$ cat src/rtl/core/u8tt_pkg.sv
`default_nettype none

package u8tt_pkg;

    // sizing
    localparam int OFFSET_BITS    = 16;
    localparam int RING_DEPTH     = 20;
    localparam int KEEP_BUF_BYTES = 256;
    localparam int QUEUE_DEPTH    = 4;

    localparam int START_BITS    = 16;
    localparam int CMP_BITS      = ((OFFSET_BITS > START_BITS) ? OFFSET_BITS : START_BITS) + 1;
    localparam int RING_IDX_BITS = $clog2(RING_DEPTH);
    localparam int RING_CNT_BITS = $clog2(RING_DEPTH + 1);
    localparam int QUEUE_IDX_BITS = $clog2(QUEUE_DEPTH);
    localparam int QUEUE_CNT_BITS = $clog2(QUEUE_DEPTH + 1);
    localparam int KEEP_BITS     = $clog2(KEEP_BUF_BYTES);
    localparam int CP_BITS       = 21;
    localparam int LIMIT_BITS    = 5;
    localparam int UNIT_BITS     = LIMIT_BITS + 1;
    localparam int CFG_IDX_BITS  = 1;

    // configuration register indexes and reset values
    localparam logic [CFG_IDX_BITS-1:0] CFG_CJK_LIMIT   = 1'b0;
    localparam logic [CFG_IDX_BITS-1:0] CFG_LATIN_LIMIT = 1'b1;
    localparam logic [LIMIT_BITS-1:0]   CJK_LIMIT_RST   = 5'd5;
    localparam logic [LIMIT_BITS-1:0]   LATIN_LIMIT_RST = 5'd20;

    // code point ranges
    localparam logic [CP_BITS-1:0] CJK_A_LO  = 21'h03400;
    localparam logic [CP_BITS-1:0] CJK_A_HI  = 21'h04dbf;
    localparam logic [CP_BITS-1:0] CJK_U_LO  = 21'h04e00;
    localparam logic [CP_BITS-1:0] CJK_U_HI  = 21'h09fff;
    localparam logic [CP_BITS-1:0] CJK_B_LO  = 21'h20000;
    localparam logic [CP_BITS-1:0] CJK_B_HI  = 21'h2a6df;
    localparam logic [CP_BITS-1:0] BMP_MAX   = 21'h0ffff;
    localparam logic [CP_BITS-1:0] UPPER_LO  = 21'h00041;
    localparam logic [CP_BITS-1:0] UPPER_HI  = 21'h0005a;
    localparam logic [CP_BITS-1:0] LOWER_LO  = 21'h00061;
    localparam logic [CP_BITS-1:0] LOWER_HI  = 21'h0007a;

    localparam logic [START_BITS-1:0] START_MAX = '1;

    typedef enum logic [1:0] {
        LANG_OTHER = 2'd1,
        LANG_CJK   = 2'd2,
        LANG_LATIN = 2'd3
    } t_lang;

    // one record between front and back: a code point or the end of text
    typedef struct packed {
        logic                   is_end;
        logic                   ovf;
        logic [OFFSET_BITS-1:0] pos;
        logic [START_BITS-1:0]  start;
        logic                   two;
        t_lang                  lang;
    } t_rec;

    // one ring entry of the trailing run
    typedef struct packed {
        logic                  two;
        logic [START_BITS-1:0] start;
    } t_entry;

    // sequence length announced by a lead byte
    function automatic logic [2:0] seq_need(input logic [7:0] b);
        logic [2:0] need;
        need = 3'd1;
        if ((b & 8'he0) == 8'hc0) need = 3'd2;
        else if ((b & 8'hf0) == 8'he0) need = 3'd3;
        else if ((b & 8'hf8) == 8'hf0) need = 3'd4;
        return need;
    endfunction

    function automatic t_lang classify(input logic [CP_BITS-1:0] cp);
        t_lang lang;
        lang = LANG_OTHER;
        if ((cp >= CJK_A_LO && cp <= CJK_A_HI) || (cp >= CJK_U_LO && cp <= CJK_U_HI) ||
            (cp >= CJK_B_LO && cp <= CJK_B_HI))
            lang = LANG_CJK;
        else if ((cp >= UPPER_LO && cp <= UPPER_HI) || (cp >= LOWER_LO && cp <= LOWER_HI))
            lang = LANG_LATIN;
        return lang;
    endfunction

    // byte offset clipped to the width of a ring entry
    function automatic logic [START_BITS-1:0] sat_start(input logic [OFFSET_BITS-1:0] pos);
        logic [START_BITS-1:0] s;
        if (CMP_BITS'(pos) > CMP_BITS'(START_MAX)) s = START_MAX;
        else s = START_BITS'(pos);
        return s;
    endfunction

    function automatic t_rec make_point(input logic [OFFSET_BITS-1:0] pos,
                                        input logic [CP_BITS-1:0]     cp);
        t_rec r;
        r.is_end = 1'b0;
        r.ovf    = 1'b0;
        r.pos    = '0;
        r.start  = sat_start(pos);
        r.two    = (cp > BMP_MAX);
        r.lang   = classify(cp);
        return r;
    endfunction

endpackage

`default_nettype wire

$ cat src/rtl/core/u8tt_front.sv
`default_nettype none

module u8tt_front (
    input  wire logic            i_clk,
    input  wire logic            i_rst_n,
    input  wire logic            i_valid,
    output logic                 o_ready,
    input  wire logic [7:0]      i_byte,
    input  wire logic            i_present,
    input  wire logic            i_eot,
    output logic                 o_rec_valid,
    output u8tt_pkg::t_rec       o_rec,
    input  wire logic            i_rec_ready
);

    // held item
    logic                              r_busy, n_busy;
    logic [7:0]                        r_byte, n_byte;
    logic                              r_has_byte, n_has_byte;
    logic                              r_eot, n_eot;

    // decoder state
    logic [7:0]                        r_pb [3];
    logic [7:0]                        n_pb [3];
    logic [1:0]                        r_pcount, n_pcount;
    logic [1:0]                        r_fk, n_fk;
    logic [u8tt_pkg::OFFSET_BITS-1:0]  r_pos, n_pos;
    logic                              r_ovf, n_ovf;

    logic                              item_done;
    logic                              byte_done;
    logic                              flush_step;
    logic                              cont;
    logic [2:0]                        need;
    logic [u8tt_pkg::OFFSET_BITS-1:0]  base;
    logic [u8tt_pkg::CP_BITS-1:0]      cp_full;
    u8tt_pkg::t_rec                    flush_rec;
    u8tt_pkg::t_rec                    end_rec;

    assign cont = (r_byte[7:6] == 2'b10);
    assign need = u8tt_pkg::seq_need(r_pb[0]);
    assign base = (r_pos >= u8tt_pkg::OFFSET_BITS'(r_pcount)) ?
                  r_pos - u8tt_pkg::OFFSET_BITS'(r_pcount) : '0;

    // pending byte flushed as a one-byte point
    assign flush_rec = u8tt_pkg::make_point(base + u8tt_pkg::OFFSET_BITS'(r_fk),
                                            u8tt_pkg::CP_BITS'(r_pb[r_fk]));

    // end of text marker
    always_comb begin
        end_rec        = u8tt_pkg::make_point('0, '0);
        end_rec.is_end = 1'b1;
        end_rec.ovf    = r_ovf;
        end_rec.pos    = r_pos;
    end

    // code point of a completed sequence
    always_comb begin
        case (need)
            3'd2:    cp_full = u8tt_pkg::CP_BITS'({r_pb[0][4:0], r_byte[5:0]});
            3'd3:    cp_full = u8tt_pkg::CP_BITS'({r_pb[0][3:0], r_pb[1][5:0], r_byte[5:0]});
            default: cp_full = {r_pb[0][2:0], r_pb[1][5:0], r_pb[2][5:0], r_byte[5:0]};
        endcase
    end

    // one step of the held item per cycle, at most one record out; a step that emits a record waits for i_rec_ready
    always_comb begin
        n_busy      = r_busy;
        n_byte      = r_byte;
        n_has_byte  = r_has_byte;
        n_eot       = r_eot;
        n_pb        = r_pb;
        n_pcount    = r_pcount;
        n_fk        = r_fk;
        n_pos       = r_pos;
        n_ovf       = r_ovf;
        o_rec_valid = 1'b0;
        o_rec       = flush_rec;
        item_done   = 1'b0;
        byte_done   = 1'b0;
        flush_step  = 1'b0;

        if (r_busy) begin
            if (r_has_byte) begin
                if (r_pcount != 2'd0 && cont) begin
                    if ({1'b0, r_pcount} + 3'd1 == need) begin
                        o_rec_valid = 1'b1;
                        o_rec       = u8tt_pkg::make_point(base, cp_full);
                        if (i_rec_ready) begin
                            n_pcount  = 2'd0;
                            byte_done = 1'b1;
                        end
                    end else begin
                        n_pb[r_pcount] = r_byte;
                        n_pcount       = r_pcount + 2'd1;
                        byte_done      = 1'b1;
                    end
                end else if (r_pcount != 2'd0) begin
                    flush_step = 1'b1;
                end else if (u8tt_pkg::seq_need(r_byte) == 3'd1) begin
                    o_rec_valid = 1'b1;
                    o_rec       = u8tt_pkg::make_point(r_pos, u8tt_pkg::CP_BITS'(r_byte));
                    byte_done   = i_rec_ready;
                end else begin
                    n_pb[0]   = r_byte;
                    n_pcount  = 2'd1;
                    byte_done = 1'b1;
                end
            end else if (!r_eot) begin
                item_done = 1'b1;
            end else if (r_pcount != 2'd0) begin
                flush_step = 1'b1;
            end else begin
                o_rec_valid = 1'b1;
                o_rec       = end_rec;
                if (i_rec_ready) begin
                    n_pos     = '0;
                    n_ovf     = 1'b0;
                    n_fk      = 2'd0;
                    item_done = 1'b1;
                end
            end
        end

        // flush of pending bytes, one a cycle while i_rec_ready is high
        if (flush_step) begin
            o_rec_valid = 1'b1;
            o_rec       = flush_rec;
            if (i_rec_ready) begin
                if (r_fk == r_pcount - 2'd1) begin
                    n_pcount = 2'd0;
                    n_fk     = 2'd0;
                end else begin
                    n_fk = r_fk + 2'd1;
                end
            end
        end

        // byte consumed: saturating position
        if (byte_done) begin
            n_has_byte = 1'b0;
            if (&r_pos) n_ovf = 1'b1;
            else n_pos = r_pos + 1'b1;
            if (!r_eot) item_done = 1'b1;
        end

        if (item_done) n_busy = 1'b0;

        o_ready = !r_busy || item_done;

        // new transaction
        if (i_valid && o_ready) begin
            n_busy     = 1'b1;
            n_byte     = i_byte;
            n_has_byte = i_present;
            n_eot      = i_eot;
        end
    end

    always_ff @(posedge i_clk) begin
        if (!i_rst_n) begin
            r_busy     <= 1'b0;
            r_has_byte <= 1'b0;
            r_eot      <= 1'b0;
            r_pcount   <= 2'd0;
            r_fk       <= 2'd0;
            r_pos      <= '0;
            r_ovf      <= 1'b0;
        end else begin
            r_busy     <= n_busy;
            r_has_byte <= n_has_byte;
            r_eot      <= n_eot;
            r_pcount   <= n_pcount;
            r_fk       <= n_fk;
            r_pos      <= n_pos;
            r_ovf      <= n_ovf;
        end
    end

    // payload
    always_ff @(posedge i_clk) begin
        r_byte <= n_byte;
        r_pb   <= n_pb;
    end

endmodule

`default_nettype wire

$ cat src/rtl/core/u8tt_queue.sv
`default_nettype none

module u8tt_queue (
    input  wire logic            i_clk,
    input  wire logic            i_rst_n,
    input  wire logic            i_valid,
    output logic                 o_ready,
    input  wire u8tt_pkg::t_rec  i_rec,
    output logic                 o_valid,
    input  wire logic            i_ready,
    output u8tt_pkg::t_rec       o_rec
);

    u8tt_pkg::t_rec                       r_mem [u8tt_pkg::QUEUE_DEPTH];
    logic [u8tt_pkg::QUEUE_IDX_BITS-1:0]  r_wp, r_rp;
    logic [u8tt_pkg::QUEUE_CNT_BITS-1:0]  r_cnt;
    logic                                 push, pop;

    assign o_ready = (r_cnt != u8tt_pkg::QUEUE_CNT_BITS'(u8tt_pkg::QUEUE_DEPTH));
    assign o_valid = (r_cnt != '0);
    assign o_rec   = r_mem[r_rp];
    assign push    = i_valid && o_ready;
    assign pop     = o_valid && i_ready;

    // pointers and fill level
    always_ff @(posedge i_clk) begin
        if (!i_rst_n) begin
            r_wp  <= '0;
            r_rp  <= '0;
            r_cnt <= '0;
        end else begin
            if (push) begin
                if (r_wp == u8tt_pkg::QUEUE_IDX_BITS'(u8tt_pkg::QUEUE_DEPTH - 1)) r_wp <= '0;
                else r_wp <= r_wp + 1'b1;
            end
            if (pop) begin
                if (r_rp == u8tt_pkg::QUEUE_IDX_BITS'(u8tt_pkg::QUEUE_DEPTH - 1)) r_rp <= '0;
                else r_rp <= r_rp + 1'b1;
            end
            if (push && !pop) r_cnt <= r_cnt + 1'b1;
            else if (pop && !push) r_cnt <= r_cnt - 1'b1;
        end
    end

    // storage
    always_ff @(posedge i_clk) begin
        if (push) r_mem[r_wp] <= i_rec;
    end

endmodule

`default_nettype wire

$ cat src/rtl/core/u8tt_back.sv
`default_nettype none

module u8tt_back (
    input  wire logic                                   i_clk,
    input  wire logic                                   i_rst_n,
    input  wire logic                                   i_cfg_valid,
    output logic                                        o_cfg_ready,
    input  wire logic [u8tt_pkg::CFG_IDX_BITS-1:0]      i_cfg_index,
    input  wire logic [u8tt_pkg::LIMIT_BITS-1:0]        i_cfg_data,
    input  wire logic                                   i_rec_valid,
    output logic                                        o_rec_ready,
    input  wire u8tt_pkg::t_rec                         i_rec,
    output logic                                        o_valid,
    input  wire logic                                   i_ready,
    output logic [u8tt_pkg::START_BITS-1:0]             o_start,
    output logic [u8tt_pkg::KEEP_BITS-1:0]              o_len,
    output logic                                        o_latin,
    output logic                                        o_ovf
);

    typedef enum logic {
        BK_RUN,
        BK_WALK
    } t_bstate;

    t_bstate                                r_state, n_state;

    // limits
    logic [u8tt_pkg::LIMIT_BITS-1:0]        r_cjk_lim, n_cjk_lim;
    logic [u8tt_pkg::LIMIT_BITS-1:0]        r_lat_lim, n_lat_lim;

    // trailing run
    u8tt_pkg::t_entry                       r_ring [u8tt_pkg::RING_DEPTH];
    logic [u8tt_pkg::RING_IDX_BITS-1:0]     r_head, n_head;
    logic [u8tt_pkg::RING_CNT_BITS-1:0]     r_entries, n_entries;
    u8tt_pkg::t_lang                        r_lang, n_lang;
    logic                                   ring_we;
    logic [u8tt_pkg::RING_CNT_BITS-1:0]     cnt_base;

    // backward walk
    logic [u8tt_pkg::RING_IDX_BITS-1:0]     r_widx, n_widx;
    logic [u8tt_pkg::RING_CNT_BITS-1:0]     r_wcnt, n_wcnt;
    logic [u8tt_pkg::UNIT_BITS-1:0]         r_units, n_units;
    logic [u8tt_pkg::START_BITS-1:0]        r_wstart, n_wstart;
    logic [u8tt_pkg::OFFSET_BITS-1:0]       r_wpos, n_wpos;
    logic                                   r_wovf, n_wovf;
    logic                                   r_wlatin, n_wlatin;
    logic [u8tt_pkg::LIMIT_BITS-1:0]        r_limit, n_limit;
    u8tt_pkg::t_entry                       walk_e;
    logic [u8tt_pkg::CMP_BITS-1:0]          pos_x, start_x, diff;

    // result register
    logic                                   r_valid, n_valid;
    logic [u8tt_pkg::START_BITS-1:0]        r_start, n_start;
    logic [u8tt_pkg::KEEP_BITS-1:0]         r_len, n_len;
    logic                                   r_latin, n_latin;
    logic                                   r_ovf, n_ovf;

    assign o_cfg_ready = 1'b1;
    assign o_valid     = r_valid;
    assign o_start     = r_start;
    assign o_len       = r_len;
    assign o_latin     = r_latin;
    assign o_ovf       = r_ovf;

    assign walk_e   = r_ring[r_widx];
    assign cnt_base = (i_rec.lang != r_lang) ? '0 : r_entries;
    assign pos_x    = u8tt_pkg::CMP_BITS'(r_wpos);
    assign start_x  = u8tt_pkg::CMP_BITS'(r_wstart);
    assign diff     = (pos_x >= start_x) ? pos_x - start_x : '0;

    always_comb begin
        n_state   = r_state;
        n_cjk_lim = r_cjk_lim;
        n_lat_lim = r_lat_lim;
        n_head    = r_head;
        n_entries = r_entries;
        n_lang    = r_lang;
        n_widx    = r_widx;
        n_wcnt    = r_wcnt;
        n_units   = r_units;
        n_wstart  = r_wstart;
        n_wpos    = r_wpos;
        n_wovf    = r_wovf;
        n_wlatin  = r_wlatin;
        n_limit   = r_limit;
        n_valid   = r_valid;
        n_start   = r_start;
        n_len     = r_len;
        n_latin   = r_latin;
        n_ovf     = r_ovf;
        ring_we     = 1'b0;
        o_rec_ready = 1'b0;

        // register writes
        if (i_cfg_valid) begin
            case (i_cfg_index)
                u8tt_pkg::CFG_CJK_LIMIT:   n_cjk_lim = i_cfg_data;
                u8tt_pkg::CFG_LATIN_LIMIT: n_lat_lim = i_cfg_data;
                default: ;
            endcase
        end

        // result taken downstream
        if (r_valid && i_ready) n_valid = 1'b0;

        case (r_state)
            BK_RUN: begin
                o_rec_ready = !i_rec.is_end || !r_valid;
                if (i_rec_valid && !i_rec.is_end) begin
                    // append point to the trailing run
                    ring_we = 1'b1;
                    n_lang  = i_rec.lang;
                    if (r_head == u8tt_pkg::RING_IDX_BITS'(u8tt_pkg::RING_DEPTH - 1))
                        n_head = '0;
                    else
                        n_head = r_head + 1'b1;
                    if (cnt_base < u8tt_pkg::RING_CNT_BITS'(u8tt_pkg::RING_DEPTH))
                        n_entries = cnt_base + 1'b1;
                    else
                        n_entries = cnt_base;
                end else if (i_rec_valid && !r_valid) begin
                    // end of text: start the walk and clear the run
                    n_state  = BK_WALK;
                    n_wcnt   = (r_lang != u8tt_pkg::LANG_OTHER) ? r_entries : '0;
                    n_widx   = (r_head == '0) ?
                               u8tt_pkg::RING_IDX_BITS'(u8tt_pkg::RING_DEPTH - 1) :
                               r_head - 1'b1;
                    n_units  = '0;
                    n_wstart = u8tt_pkg::START_BITS'(i_rec.pos);
                    n_wpos   = i_rec.pos;
                    n_wovf   = i_rec.ovf;
                    n_wlatin = (r_lang == u8tt_pkg::LANG_LATIN);
                    n_limit  = (r_lang == u8tt_pkg::LANG_CJK) ? r_cjk_lim : r_lat_lim;
                    n_head    = '0;
                    n_entries = '0;
                    n_lang    = u8tt_pkg::LANG_OTHER;
                end
            end
            BK_WALK: begin
                if (r_wcnt == '0 || r_units >= u8tt_pkg::UNIT_BITS'(r_limit)) begin
                    // kept length clamped to the buffer
                    n_state = BK_RUN;
                    n_valid = 1'b1;
                    n_start = r_wstart;
                    n_latin = r_wlatin;
                    n_ovf   = r_wovf;
                    if (diff >= u8tt_pkg::CMP_BITS'(u8tt_pkg::KEEP_BUF_BYTES - 1))
                        n_len = u8tt_pkg::KEEP_BITS'(u8tt_pkg::KEEP_BUF_BYTES - 1);
                    else
                        n_len = u8tt_pkg::KEEP_BITS'(diff);
                end else begin
                    // step one point further back
                    n_wstart = walk_e.start;
                    n_units  = r_units + (walk_e.two ? u8tt_pkg::UNIT_BITS'(2) :
                                                       u8tt_pkg::UNIT_BITS'(1));
                    n_wcnt   = r_wcnt - 1'b1;
                    if (r_widx == '0)
                        n_widx = u8tt_pkg::RING_IDX_BITS'(u8tt_pkg::RING_DEPTH - 1);
                    else
                        n_widx = r_widx - 1'b1;
                end
            end
            default: n_state = BK_RUN;
        endcase
    end

    always_ff @(posedge i_clk) begin
        if (!i_rst_n) begin
            r_state   <= BK_RUN;
            r_cjk_lim <= u8tt_pkg::CJK_LIMIT_RST;
            r_lat_lim <= u8tt_pkg::LATIN_LIMIT_RST;
            r_head    <= '0;
            r_entries <= '0;
            r_lang    <= u8tt_pkg::LANG_OTHER;
            r_wcnt    <= '0;
            r_valid   <= 1'b0;
        end else begin
            r_state   <= n_state;
            r_cjk_lim <= n_cjk_lim;
            r_lat_lim <= n_lat_lim;
            r_head    <= n_head;
            r_entries <= n_entries;
            r_lang    <= n_lang;
            r_wcnt    <= n_wcnt;
            r_valid   <= n_valid;
            if (ring_we) r_ring[r_head] <= '{two: i_rec.two, start: i_rec.start};
        end
        r_widx   <= n_widx;
        r_units  <= n_units;
        r_wstart <= n_wstart;
        r_wpos   <= n_wpos;
        r_wovf   <= n_wovf;
        r_wlatin <= n_wlatin;
        r_limit  <= n_limit;
        r_start  <= n_start;
        r_len    <= n_len;
        r_latin  <= n_latin;
        r_ovf    <= n_ovf;
    end

endmodule

`default_nettype wire

$ cat src/rtl/core/utf8_context_tail_trimmer.sv
`default_nettype none

// channel     direction  handshake                      payload
// s_axis      in         i_s_axis_tvalid/o_s_axis_tready tdata text byte, tuser byte present,
//                                                         tlast end of text
// m_axis      out        o_m_axis_tvalid/i_m_axis_tready tdata start, length; tuser flags
// cfg         in         i_cfg_valid/o_cfg_ready         index, 5-bit unit limit
//
// A byte that breaks a pending sequence makes the front decoder first flush each pending
// byte (up to three) as a one-byte point. At end of text the pending bytes are flushed,
// then the marker is sent, and the back walks the ring one entry a cycle, up to
// RING_DEPTH entries, before the result shows.
// Reset is synchronous; the ring needs no clearing pass.
// A four-record queue parts decoder and ring, so either side can stall on its own.

module utf8_context_tail_trimmer (
    input  wire logic                                i_clk,
    input  wire logic                                i_rst_n,
    input  wire logic                                i_s_axis_tvalid,
    output logic                                     o_s_axis_tready,
    input  wire logic [7:0]                          i_s_axis_tdata,  // text_byte
    input  wire logic                                i_s_axis_tuser,  // byte_present
    input  wire logic                                i_s_axis_tlast,
    output logic                                     o_m_axis_tvalid,
    input  wire logic                                i_m_axis_tready,
    output logic [23:0]                              o_m_axis_tdata,  // keep_start, keep_length
    output logic [1:0]                               o_m_axis_tuser,  // ends_latin, offset_overflow
    input  wire logic                                i_cfg_valid,
    output logic                                     o_cfg_ready,
    input  wire logic [u8tt_pkg::CFG_IDX_BITS-1:0]   i_cfg_index,
    input  wire logic [u8tt_pkg::LIMIT_BITS-1:0]     i_cfg_data
);

    u8tt_pkg::t_rec                         f_rec, q_rec;
    logic                                   f_valid, f_ready;
    logic                                   q_valid, q_ready;
    logic [u8tt_pkg::START_BITS-1:0]        res_start;
    logic [u8tt_pkg::KEEP_BITS-1:0]         res_len;
    logic                                   res_latin, res_ovf;

    // decoder
    u8tt_front u_front (
        .i_clk       (i_clk),
        .i_rst_n     (i_rst_n),
        .i_valid     (i_s_axis_tvalid),
        .o_ready     (o_s_axis_tready),
        .i_byte      (i_s_axis_tdata),
        .i_present   (i_s_axis_tuser),
        .i_eot       (i_s_axis_tlast),
        .o_rec_valid (f_valid),
        .o_rec       (f_rec),
        .i_rec_ready (f_ready)
    );

    // record queue
    u8tt_queue u_queue (
        .i_clk   (i_clk),
        .i_rst_n (i_rst_n),
        .i_valid (f_valid),
        .o_ready (f_ready),
        .i_rec   (f_rec),
        .o_valid (q_valid),
        .i_ready (q_ready),
        .o_rec   (q_rec)
    );

    // run ring and tail walk
    u8tt_back u_back (
        .i_clk       (i_clk),
        .i_rst_n     (i_rst_n),
        .i_cfg_valid (i_cfg_valid),
        .o_cfg_ready (o_cfg_ready),
        .i_cfg_index (i_cfg_index),
        .i_cfg_data  (i_cfg_data),
        .i_rec_valid (q_valid),
        .o_rec_ready (q_ready),
        .i_rec       (q_rec),
        .o_valid     (o_m_axis_tvalid),
        .i_ready     (i_m_axis_tready),
        .o_start     (res_start),
        .o_len       (res_len),
        .o_latin     (res_latin),
        .o_ovf       (res_ovf)
    );

    // result packing
    assign o_m_axis_tdata = {res_len, res_start};
    assign o_m_axis_tuser = {res_ovf, res_latin};

endmodule

`default_nettype wire

$ cat config.mk
export PLATFORM = sky130hd
export DESIGN_NAME = utf8_context_tail_trimmer
export DESIGN_NICKNAME = d
export VERILOG_FILES = /design/src/rtl/core/u8tt_pkg.sv /design/src/rtl/core/u8tt_front.sv /design/src/rtl/core/u8tt_queue.sv /design/src/rtl/core/u8tt_back.sv /design/src/rtl/core/utf8_context_tail_trimmer.sv
export SDC_FILE = /design/constraint.sdc
export NUM_CORES = 1
export LEC_CHECK = 0
export ABC_AREA = 1
export CORE_UTILIZATION = 40
export CTS_CLUSTER_DIAMETER = 40
export DETAILED_ROUTE_END_ITERATION = 12
export DONT_BUFFER_PORTS = 1
export PLACE_DENSITY_LB_ADDON = 0.3
export SLEW_MARGIN = 20
export SYNTH_ARGS = -nofsm -noshare
export SYNTH_HDL_FRONTEND = slang
export SYNTH_HIERARCHICAL = 1
export SYNTH_SLANG_ARGS = --single-unit
$ cat constraint.sdc
create_clock -name i_clk -period 6.8 [get_ports i_clk]
set_clock_uncertainty 0.1 [all_clocks]
set_input_delay 1.7 -clock i_clk [delete_from_list [all_inputs] [get_ports i_clk]]
set_output_delay 1.7 -clock i_clk [all_outputs]
set_load 0.005 [all_outputs]
# Word level (Yosys, flattened, before mapping)

Memory sizes are Yosys's and may differ from the RTL's. A register that Yosys moved wholly into a read port is not among the register bits.
Cells that the tools add are included.

Register bits: 168
RAM bits: 488
Bits of input ports: 21
Output and inout port bits: 29
Logic and storage cells: 312
Memories: 2

Add/sub/neg operators: 18
$lt $le $gt $ge: 27
Equality and inequality tests: 26
Mux-type cells: 150
Bitwise operators: 6
Reduce and logical (&&, ||, !) cells: 50

Memories:

| name          | depth | bits a word | read ports | clocked after memory_dff | wr ports | RTL line         | text |
|---|---|---|---|---|---|---|---|
| u_back.r_ring | 20    | 17          | 1          | 1                        | 1        | u8tt_back.sv:33  | `u8tt_pkg::t_entry r_ring [u8tt_pkg::RING_DEPTH];` |
| u_queue.r_mem | 4     | 37          | 1          | 1                        | 1        | u8tt_queue.sv:14 | `u8tt_pkg::t_rec r_mem [u8tt_pkg::QUEUE_DEPTH];` |

Operator list:

| cell                   | number |
|---|---|
| $mux W37               | 7 |
| $mux W16               | 11 |
| $mux W5                | 17 |
| $mux W2                | 29 |
| $mux W1                | 52 |
| $mux W8                | 6 |
| $ge A21 B7 Y1 const B  | 2 |
| $le A21 B7 Y1 const B  | 2 |
| $pmux W21 S2           | 1 |
| $mux W19               | 2 |
| $mux W3                | 12 |
| $ge A8 B7 Y1 const B   | 4 |
| $le A8 B7 Y1 const B   | 4 |
| $pmux W16 S2           | 1 |
| $bwmux W24             | 1 |
| $mux W24               | 1 |
| $ge A21 B14 Y1 const B | 1 |
| $ge A21 B15 Y1 const B | 1 |
| $ge A21 B18 Y1 const B | 1 |
| $gt A21 B16 Y1 const B | 1 |
| $le A21 B15 Y1 const B | 1 |
| $le A21 B16 Y1 const B | 1 |
| $le A21 B18 Y1 const B | 1 |
| $pmux W5 S2            | 2 |
| 50 further kinds       | 116 |

# Depth between registers and ports, before layout

Gate-level depths: netlist of the first run.

Depth after elaboration: 20
Depth in mapped cells: 24
Mapped depth without buffers: 23

# Modules after synthesis

The synthesis of the first run kept the hierarchy.

Modules (own cells, without submodules):

| module                    | times used | cells an instance | area an instance (µm²) | sequential area each (µm²) |
|---|---|---|---|---|
| u8tt_back                 | 1          | 1633              | 19164.6                | 13172.6 |
| u8tt_queue                | 1          | 428               | 5980.7                 | 4624.4 |
| u8tt_front                | 1          | 791               | 4994.8                 | 1441.4 |
| utf8_context_tail_trimmer | 1          | 2                 | 15.0                   | 0.0 |

# Worst setup path after synthesis of the first run

Ideal clock, no wire load.

Path kind: register -> register
Start: reg u_front.r_pcount[0]
End: mem u_queue/r_mem[0][0] in the netlist's numbering, enable pin
Library setup time: 0.431 ns
Arrival time: 3.447 ns
Data required time: 6.269 ns
Path slack: 2.822 ns
Cell stages (with the launch flop): 10
Buffers on the path: 0
Period minus slack after synthesis: 3.978 ns
Cell sequence: dfxtp_1 -> inv_1 -> ha_1 -> nor2_1 -> nand3_4 -> nand2_4 -> o21ai_2 -> nand2_1 -> nand2_1 -> nor2_1

Word-level cells in the longest chain between the ends: 10
Elaborated cells on any way between the ends: 20
Classes of those cells: add/sub: 1; eq/ne: 1; mux: 15; reduce/logical: 3

Ends and longest elaborated chain:

| item                            | RTL line                        | text |
|---|---|---|
| start: declaration              | u8tt_front.sv:25                | `logic [1:0] r_pcount, n_pcount;` |
| start signal: assignment        | u8tt_front.sv:173               | `r_pcount <= n_pcount;` |
| $add A2 B1 Y3                   | u8tt_front.sv:86                | `if ({1'b0, r_pcount} + 3'd1 == need) begin` |
| $eq A3 B3 Y1                    | u8tt_front.sv:86                |  |
| $mux W1                         | u8tt_front.sv:86                |  |
| $mux W1                         | u8tt_front.sv:85                | `if (r_pcount != 2'd0 && cont) begin` |
| $mux W1                         | u8tt_front.sv:84                | `if (r_has_byte) begin` |
| $mux W1                         | u8tt_front.sv:83                | `if (r_busy) begin` |
| $mux W1 *                       | u8tt_front.sv:126               | `if (flush_step) begin` |
| net f_valid                     | utf8_context_tail_trimmer.sv:35 | `logic f_valid, f_ready;` |
| $logic_and A1 B1 Y1 *           | u8tt_queue.sv:22                | `assign push = i_valid && o_ready;` |
| $mux W1 *                       | u8tt_queue.sv:47                | `if (push) r_mem[r_wp] <= i_rec;` |
| $mux W1 (implied by the code) * | u8tt_queue.sv:47                |  |
| end: declaration                | u8tt_queue.sv:14                |  |

The timed path passes the listed nets; every way through them passes the cells marked *.

# Final worst setup path of the first run

Start: reg u_front.r_pcount[0]
End: out o_s_axis_tready

Word-level cells in the longest chain between the ends: 8
Elaborated cells on any way between the ends: 16
Classes of those cells: add/sub: 1; eq/ne: 1; mux: 11; reduce/logical: 3

Ends and longest elaborated chain:

| item                                                | RTL line                            | text |
|---|---|---|
| $add A2 B1 Y3 or $reduce_bool A2 Y1 (tied branches) | n/a                                 |  |
| $eq A3 B3 Y1 or $mux W1 (tied branches)             | u8tt_front.sv:86, u8tt_front.sv:111 |  |
| $mux W1, on equally long branches                   | u8tt_front.sv:86, u8tt_front.sv:109 |  |
| $mux W1, on equally long branches                   | u8tt_front.sv:85, u8tt_front.sv:84  |  |
| $mux W1, on equally long branches                   | u8tt_front.sv:84, u8tt_front.sv:83  |  |
| $mux W1, on equally long branches                   | u8tt_front.sv:83, u8tt_front.sv:144 |  |
| $mux W1 *                                           | u8tt_front.sv:140                   | `if (byte_done) begin` |
| $logic_or A1 B1 Y1 *                                | u8tt_front.sv:149                   | `o_ready = !r_busy \|\| item_done;` |
| end: declaration                                    | utf8_context_tail_trimmer.sv:20     | `output logic o_s_axis_tready,` |

Mark *: on every way between the ends. The rest lies on a longest branch, timed or not.

==> metrics.md, run 1 <==
| Metric | Value |
|---|---|
| Vias | 21400 |
| Post-layout power | between 15 and 20 mW |
| Class of the worst hold path | flop to flop |
| Final WL | 77.7 mm |
| Multi-input gate area | between 9000 and 10000 sq um |
| Area delta synth->final | 14.2% |
| Commonest cells after routing, fill and taps aside | 596 x edfxtp_1, 442 x nor2_1, 413 x nand2_1 |
| Max Fclk | between 200 and 250 MHz |
| Reg area | about 19000 sq um |
| Die Span X | ~280 um |
| N_diodes | 0 |
| Clk sinks | between 600 and 700 |
| Placed Area | a little over 30000 sq um |
| Crit Path Max Fanout | 8 |
| DR iter-0 viols | 2144 |
| Leading cell type in the layout, fill and taps excluded | edfxtp_1 |
| Number of buffers created by CTS | 91 |
| Core Area | about 75000 sq um |
| Wire per inst | 19.9 um |
| WHS Path Cells | 0 |
| Post-CTS Hold Buffers | 0 |
| Hold slack | about 0.32 ns |
| WP buf/inv | 1 |
| Vias in the first global route | roughly 20000 |
| Hold Vio Cnt, Final | 0 |
| Worst vdd ir | between 200 and 250 uV |
| Routability Congestion | 0.924 |
| Fraction of registers with async set/reset | 0 |
| CP Capture Type | output port |
| Worst setup path class | flop to output port |
| GRT Residual Overflow | 0 |
| Maximum capacitance violations | 0 |
| Clk root buf | clkbuf_16 |
| Mean Syn Cell Area | 10.6 sq um |
| Hpwl dp | ~51 mm |
| Status | complete, no violations |
| Critical path's slowest cell | nor2_1 |
| Clock latency at the later pin of the worst-skew pair | 0.66 ns |
| ANT nets after route | 0 |
| Layout cell share with drive strength beyond 1 | 0.100 |
| Rel. slew slack | 0.290 |
| CTS tree | built |
| Leakage | about 12 nW |
| Critical Path RT | 5.00 ns |
| Synth warn | 6 |
| PwrDens | 449 nW/um^2 |
| Most used cell, CP | nand2_1 |
| Worst-Margin Slew | between 1 and 1.5 ns |
| Cells after Synth | 2854 |
| Initial antenna violation count | 3 |
| WP depth | 8 |
| Post-synth EDFFs | between 500 and 600 |
| Final period util | 0.675 |
| Final Cell Area | roughly 34000 sq um |
| Clock Tree Buf Depth | 3 |
| # rows | 100 |
| Pin count of the biggest net entering global routing | around 110 |
| Final Util | 0.462 |
| Detailed Routing Iterations Pass 1 | 6 |
| Post-CTS setup buffers | 0 |
| First-pass GRT wire length | between 100 and 150 mm |
| H-tree levels | 3 |
| Fillers | approximately 6700 |
| GRT Total Usage | 0.200 |
| RSZ-0062 raised after global routing | false |
| Post-Syn Nets | a little under 3000 |
| Critical Path AT | about 2.8 ns |
| Min Tclk post-route | about 4.6 ns |
| CP top delay family | simple AND/OR/NAND/NOR gates |
| Seq/Total Area, Yosys | 0.638 |
| CP cell instances | inv_1 > ha_1 > nor2_1 > nand3_4 > nand2_4 > nand2_1 > nand3_1 > nand2_1 |
| Vias/cell | ~5.5 |
| Final Net Count | 2934 |
| Post-Synthesis Cell Area | between 30000 and 40000 sq um |
| IO Port Bufs | 0 |
| Die Y | 277 um |
| I/O pin total | 50 |
| Distinct cells, synth | 62 |
| Post-synth top flop | edfxtp_1 |
| Post_cts resized | 0 |
| Finish-stage setup viols | 0 |
| Worst setup SP type | flop |
| CP peak stage delay | 0.51 ns |
| # DRC | 0 |
| Worst Reg2Reg Path Length in Cells | 13 |
| Number of synthesized register bits | 663 |
| Slew Viols, Final | 0 |
| Initial Util | 0.404 |
| Fin Setup TNS | 0 ns |
| CTS clk-pin slew, worst paths | ~0.05 ns |
| Die ar. | around 76000 sq um |
-- metal layers --
layer,global-route usage,part of all wire
met5,0,0
met4,0.0741,0.034
met3,0.0322,0.066
met2,0.321,0.47
met1,0.275,0.43
-- power by group --
part           internal, mW  total (mW)  leakage, nW  switching (mW)
clock                  3.16        5.03         1.58            1.87
sequential             5.28        5.57         6.02           0.288
combinational          1.33        4.86         4.88            3.53
-- cells by family (layout without fill, tap and decap cells) --
| family | count (synthesis) | count (layout) | synth area share |
|---|---|---|---|
| XOR/XNOR | 38 | 38 | 0.0110 |
| other | 1 | 1 | 0.000124 |
| AND/OR/NAND/NOR | 1151 | 1151 | 0.164 |
| buffers and inverters | 373 | 459 | 0.0520 |
| flip-flops | 663 | 663 | 0.638 |
| AO/OA/AOI/OAI | 577 | 577 | 0.113 |
| adder cells (fa/ha/maj) | 51 | 51 | 0.0224 |
-- cell type report --
type / count / share of cell area
clock buffers: 102 / 0.0686
clock inverters: 69 / 0.0273
inverters: 249 / 0.0273
multi-input cells: 1818 / 0.274
flip-flops and latches: 663 / 0.559
well taps: 969 / 0.0352
repair buffers: 39 / 0.00861
-- registers in the layout (all words and copies together) (netlist names), 6 cells and up, named ones only --
name,cells
u_back/o_len,8
u_back/r_units,6
u_back/r_ring,340
u_back/o_start,16
u_front/r_pb,24
u_queue/r_mem,148
u_back/r_wstart,16
u_front/r_pos,16
u_back/r_wpos,16
u_front/r_byte,8
-- stage by stage --
step,instances,setup slack [ns]
detailed placement,3737,2.41
CTS,3908,2.16
finish,3909,2.21
global route,3909,1.95
floorplan,2854,2.82
global placement,3737,2.55
-- worst paths after layout --
path                       start                end  slack [ns]
min              u_back/r_wlatin     u_back/o_latin        0.32
min reg2reg      u_back/r_wlatin     u_back/o_latin        0.32
max          u_front/r_pcount[0]    o_s_axis_tready        2.21
max reg2reg                 flop  u_back/r_units[4]        2.53
-- cells in the mapped netlist, types with 4 or more instances --
master / number / share of area
a21oi_1: 64 / 0.011
a21oi_2: 4 / 0.0012
a22oi_1: 6 / 0.0015
a31oi_1: 5 / 0.0010
a32oi_1: 4 / 0.0012
buf_2: 32 / 0.0053
buf_4: 7 / 0.0017
buf_6: 11 / 0.0041
clkbuf_1: 70 / 0.0087
clkinv_1: 4 / 0.00050
dfxtp_1: 67 / 0.044
edfxtp_1: 596 / 0.59
fa_1: 5 / 0.0033
ha_1: 46 / 0.019
inv_1: 228 / 0.028
inv_2: 16 / 0.0020
nand2_1: 413 / 0.051
nand2_2: 10 / 0.0021
nand3_1: 149 / 0.025
nand3_2: 7 / 0.0023
nand3b_1: 9 / 0.0022
nand4_1: 35 / 0.0073
nor2_1: 464 / 0.058
nor2_2: 18 / 0.0037
nor2_4: 6 / 0.0022
nor3_1: 17 / 0.0028
nor3b_1: 4 / 0.0010
o211ai_1: 35 / 0.0087
o21ai_0: 262 / 0.043
o21ai_1: 55 / 0.0091
o221ai_1: 61 / 0.018
o22ai_1: 62 / 0.013
xnor2_1: 12 / 0.0035
xor2_1: 26 / 0.0076
No activity file was read; power rests on OpenSTA's default activity.
==> inputs of run 2 (changes only) <==
==> constraint.sdc (replaced) <==
create_clock -name i_clk -period 4.5 [get_ports i_clk]
set_clock_uncertainty 0.1 [all_clocks]
set_input_delay 1.125 -clock i_clk [delete_from_list [all_inputs] [get_ports i_clk]]
set_output_delay 1.125 -clock i_clk [all_outputs]
set_load 0.005 [all_outputs]
==> run 2 against run 1 <==
  * Via count decreased by 0.23%
  * Non-clock buffer count up 29
  * Critical path depth rose by 1
  * Cell count increased by 0.79%
  * Flip-flop and latch count did not move
  * Die area did not move
  * Worst hold slack hardly changed
  * Power rose by 49%
  * Clock-buffer cell count up 1
  * Critical endpoint unchanged
==> metrics.md, run 2 (synthesis results as in run 1) <==
| Metric | Value |
|---|---|
| Status | complete, no violations |
| DR iter-0 viols | 2093 (-2.4%) |
| Critical Path RT | 3.27 ns (-1.73 ns) |
| Initial Util | 0.404 (unchanged) |
| Fin worst setup slack | 0.618 ns (-1.60 ns) |
| CP Capture Type | output port |
| Final Net Count | 2964 (+1.0%) |
| Pin count of the biggest net entering global routing | 97 (-8.5%) |
| Fin Setup TNS | 0 ns (unchanged) |
| Commonest cells after routing, fill and taps aside | 596 x edfxtp_1, 444 x nor2_1, 413 x nand2_1 |
| Routability Congestion | 0.901 (-2.5%) |
| Hold Vio Cnt, Final | 0 (unchanged) |
| Core Area | 74600 sq um (unchanged) |
| PwrDens | 665 nW/um^2 (+48%) |
| Clock Tree Buf Depth | 3 (unchanged) |
| Post-layout power | 23.1 mW (+49%) |
| CP cell instances | inv_1 > ha_1 > xor2_1 > nor2_2 > nand3_4 > nand2_4 > nand2_1 > nand3_1 > nand2_1 |
| Post_cts resized | 0 (unchanged) |
| Post-CTS setup buffers | 0 (unchanged) |
| Rel. slew slack | 0.309 (+0.0188) |
| Initial antenna violation count | 0 (-3) |
| Top Registers | u_back/r_ring: 340 flops, u_queue/r_mem: 148 flops, u_front/r_pb: 24 flops |
| Leading cell type in the layout, fill and taps excluded | edfxtp_1 |
| Vias in the first global route | 21100 (+3.5%) |
| CTS tree | built |
| Clock latency at the later pin of the worst-skew pair | 0.64 ns (-0.02 ns) |
| H-tree levels | 3 (unchanged) |
| Biggest register | u_back/r_ring |
| GRT Total Usage | 0.201 (+0.000565) |
| Die Y | 277 um (unchanged) |
| # rows | 100 (unchanged) |
| CTS clk-pin slew, worst paths | 0.06 ns (about the same) |
| Maximum capacitance violations | 0 (unchanged) |
| Max Fclk | 258 MHz |
| Vias | 21400 (-0.23%) |
| First-pass GRT wire length | 120 mm (+0.91%) |
| Finish-stage setup viols | 0 (unchanged) |
| Detailed Routing Iterations Pass 1 | 6 (unchanged) |
| Clk root buf | clkbuf_16 |
| RSZ-0062 raised after global routing | false |
| Slew Viols, Final | 0 (unchanged) |
| Layout Cells excl Fill | 3940 (+0.79%) |
| Final period util | 0.863 |
| # DRC | 0 (unchanged) |
| Max FFs per register | 340 (unchanged) |
| Die Span X | 277 um (unchanged) |
| Final Util | 0.465 (+0.00374) |
| Worst-Margin Slew | 1.04 ns (-0.0282 ns) |
| Class of the worst hold path | flop to flop |
| Wire per inst | 19.7 um (-0.88%) |
| Area delta synth->final | 15.1% |
| GRT Residual Overflow | 0 (unchanged) |
| ANT nets after route | 0 (unchanged) |
| N_diodes | 0 (unchanged) |
| Most used cell, CP | nand2_1 |
| Pre-CTS setup slack | 0.643 ns (-1.77 ns) |
| Cells after DPL | 3767 (+0.80%) |
| Critical path's slowest cell | dfxtp_1 |
| Worst setup path class | flop to output port |
| R2r setup slk | 0.66 ns (-1.87 ns) |
| Number of buffers created by CTS | 92 (+1.1%) |
| Final WL | 77.6 mm (about the same) |
| Post-CTS Hold Buffers | 0 (unchanged) |
| Hpwl dp | 50.3 mm (-1.2%) |
| I/O pin total | 50 (unchanged) |
| Crit Path Max Fanout | 8 (unchanged) |
| IO Port Bufs | 0 (unchanged) |
| Die ar. | 76500 sq um (unchanged) |
| Worst setup SP type | flop |
| Critical Path AT | 2.66 ns (-0.13 ns) |
| CP peak stage delay | 0.48 ns (-0.03 ns) |
| Leakage | 12.7 nW (+1.4%) |
| Min Tclk post-route | slightly below 4 ns |
| Vias/cell | 5.42 (-1.0%) |
| Worst vdd ir | 375 uV (+74%) |
| Clk sinks | 663 (unchanged) |
| Layout cell share with drive strength beyond 1 | 0.109 (+0.00939) |
## run 2: path summary, 6_finish.rpt
check	depth (start not counted)	startpoint	to
max	9	u_front/r_pcount[0]	o_s_axis_tready
min	0	u_back/r_wovf	u_back/o_ovf
max reg2reg	16	u_front/r_pcount[0]	u_queue/r_cnt[1]
min reg2reg	0	u_back/r_wovf	u_back/o_ovf
## run 2: area by class of cell
type / count / area, sq um
Clock buffer: 103 / 2380
Multi-Input combinational cell: 1818 / 9430
Timing Repair Buffer: 68 / 536
Inverter: 249 / 938
Fill cell: 6712 / 39900
Tap cell: 969 / 1210
Sequential cell: 663 / 19200
Clock inverter: 70 / 961
## run 2: power breakdown
| group | internal, mW | leakage [nW] | switching [mW] |
|---|---|---|---|
| Combinational | 2.06 | 5.04 | 5.09 |
| Sequential | 7.98 | 6.02 | 0.369 |
| Clock | 4.73 | 1.60 | 2.87 |
| Total | 14.8 | 12.7 | 8.33 |
## run 2: metal layers
metal	wire (um)	GRT usage	vias to the layer above
li1	-	-	10200
met1	33200	0.262	10400
met2	38200	0.343	701
met3	4330	0.0312	124
met4	1980	0.0643	0
met5	0	0	-
## run 2: stage by stage
step / hold WS (ns) / cell area, sq um
after global routing: 0.323 / 34700
final: 0.319 / 34700
after detailed placement: 0.307 / 31400
after global placement: 0.304 / 31400
after floorplan: 0.300 / 30200
after CTS: 0.321 / 34700
## run 2: worst max-delay path, delay by kind of cell, from the launching register on
kind / cells / cell delay, ns
fa+ha+maj: 1 / 0.39
simple gates: 6 / 0.80
flops: 1 / 0.48
buf+inv: 1 / 0.18
xor+xnor: 1 / 0.19
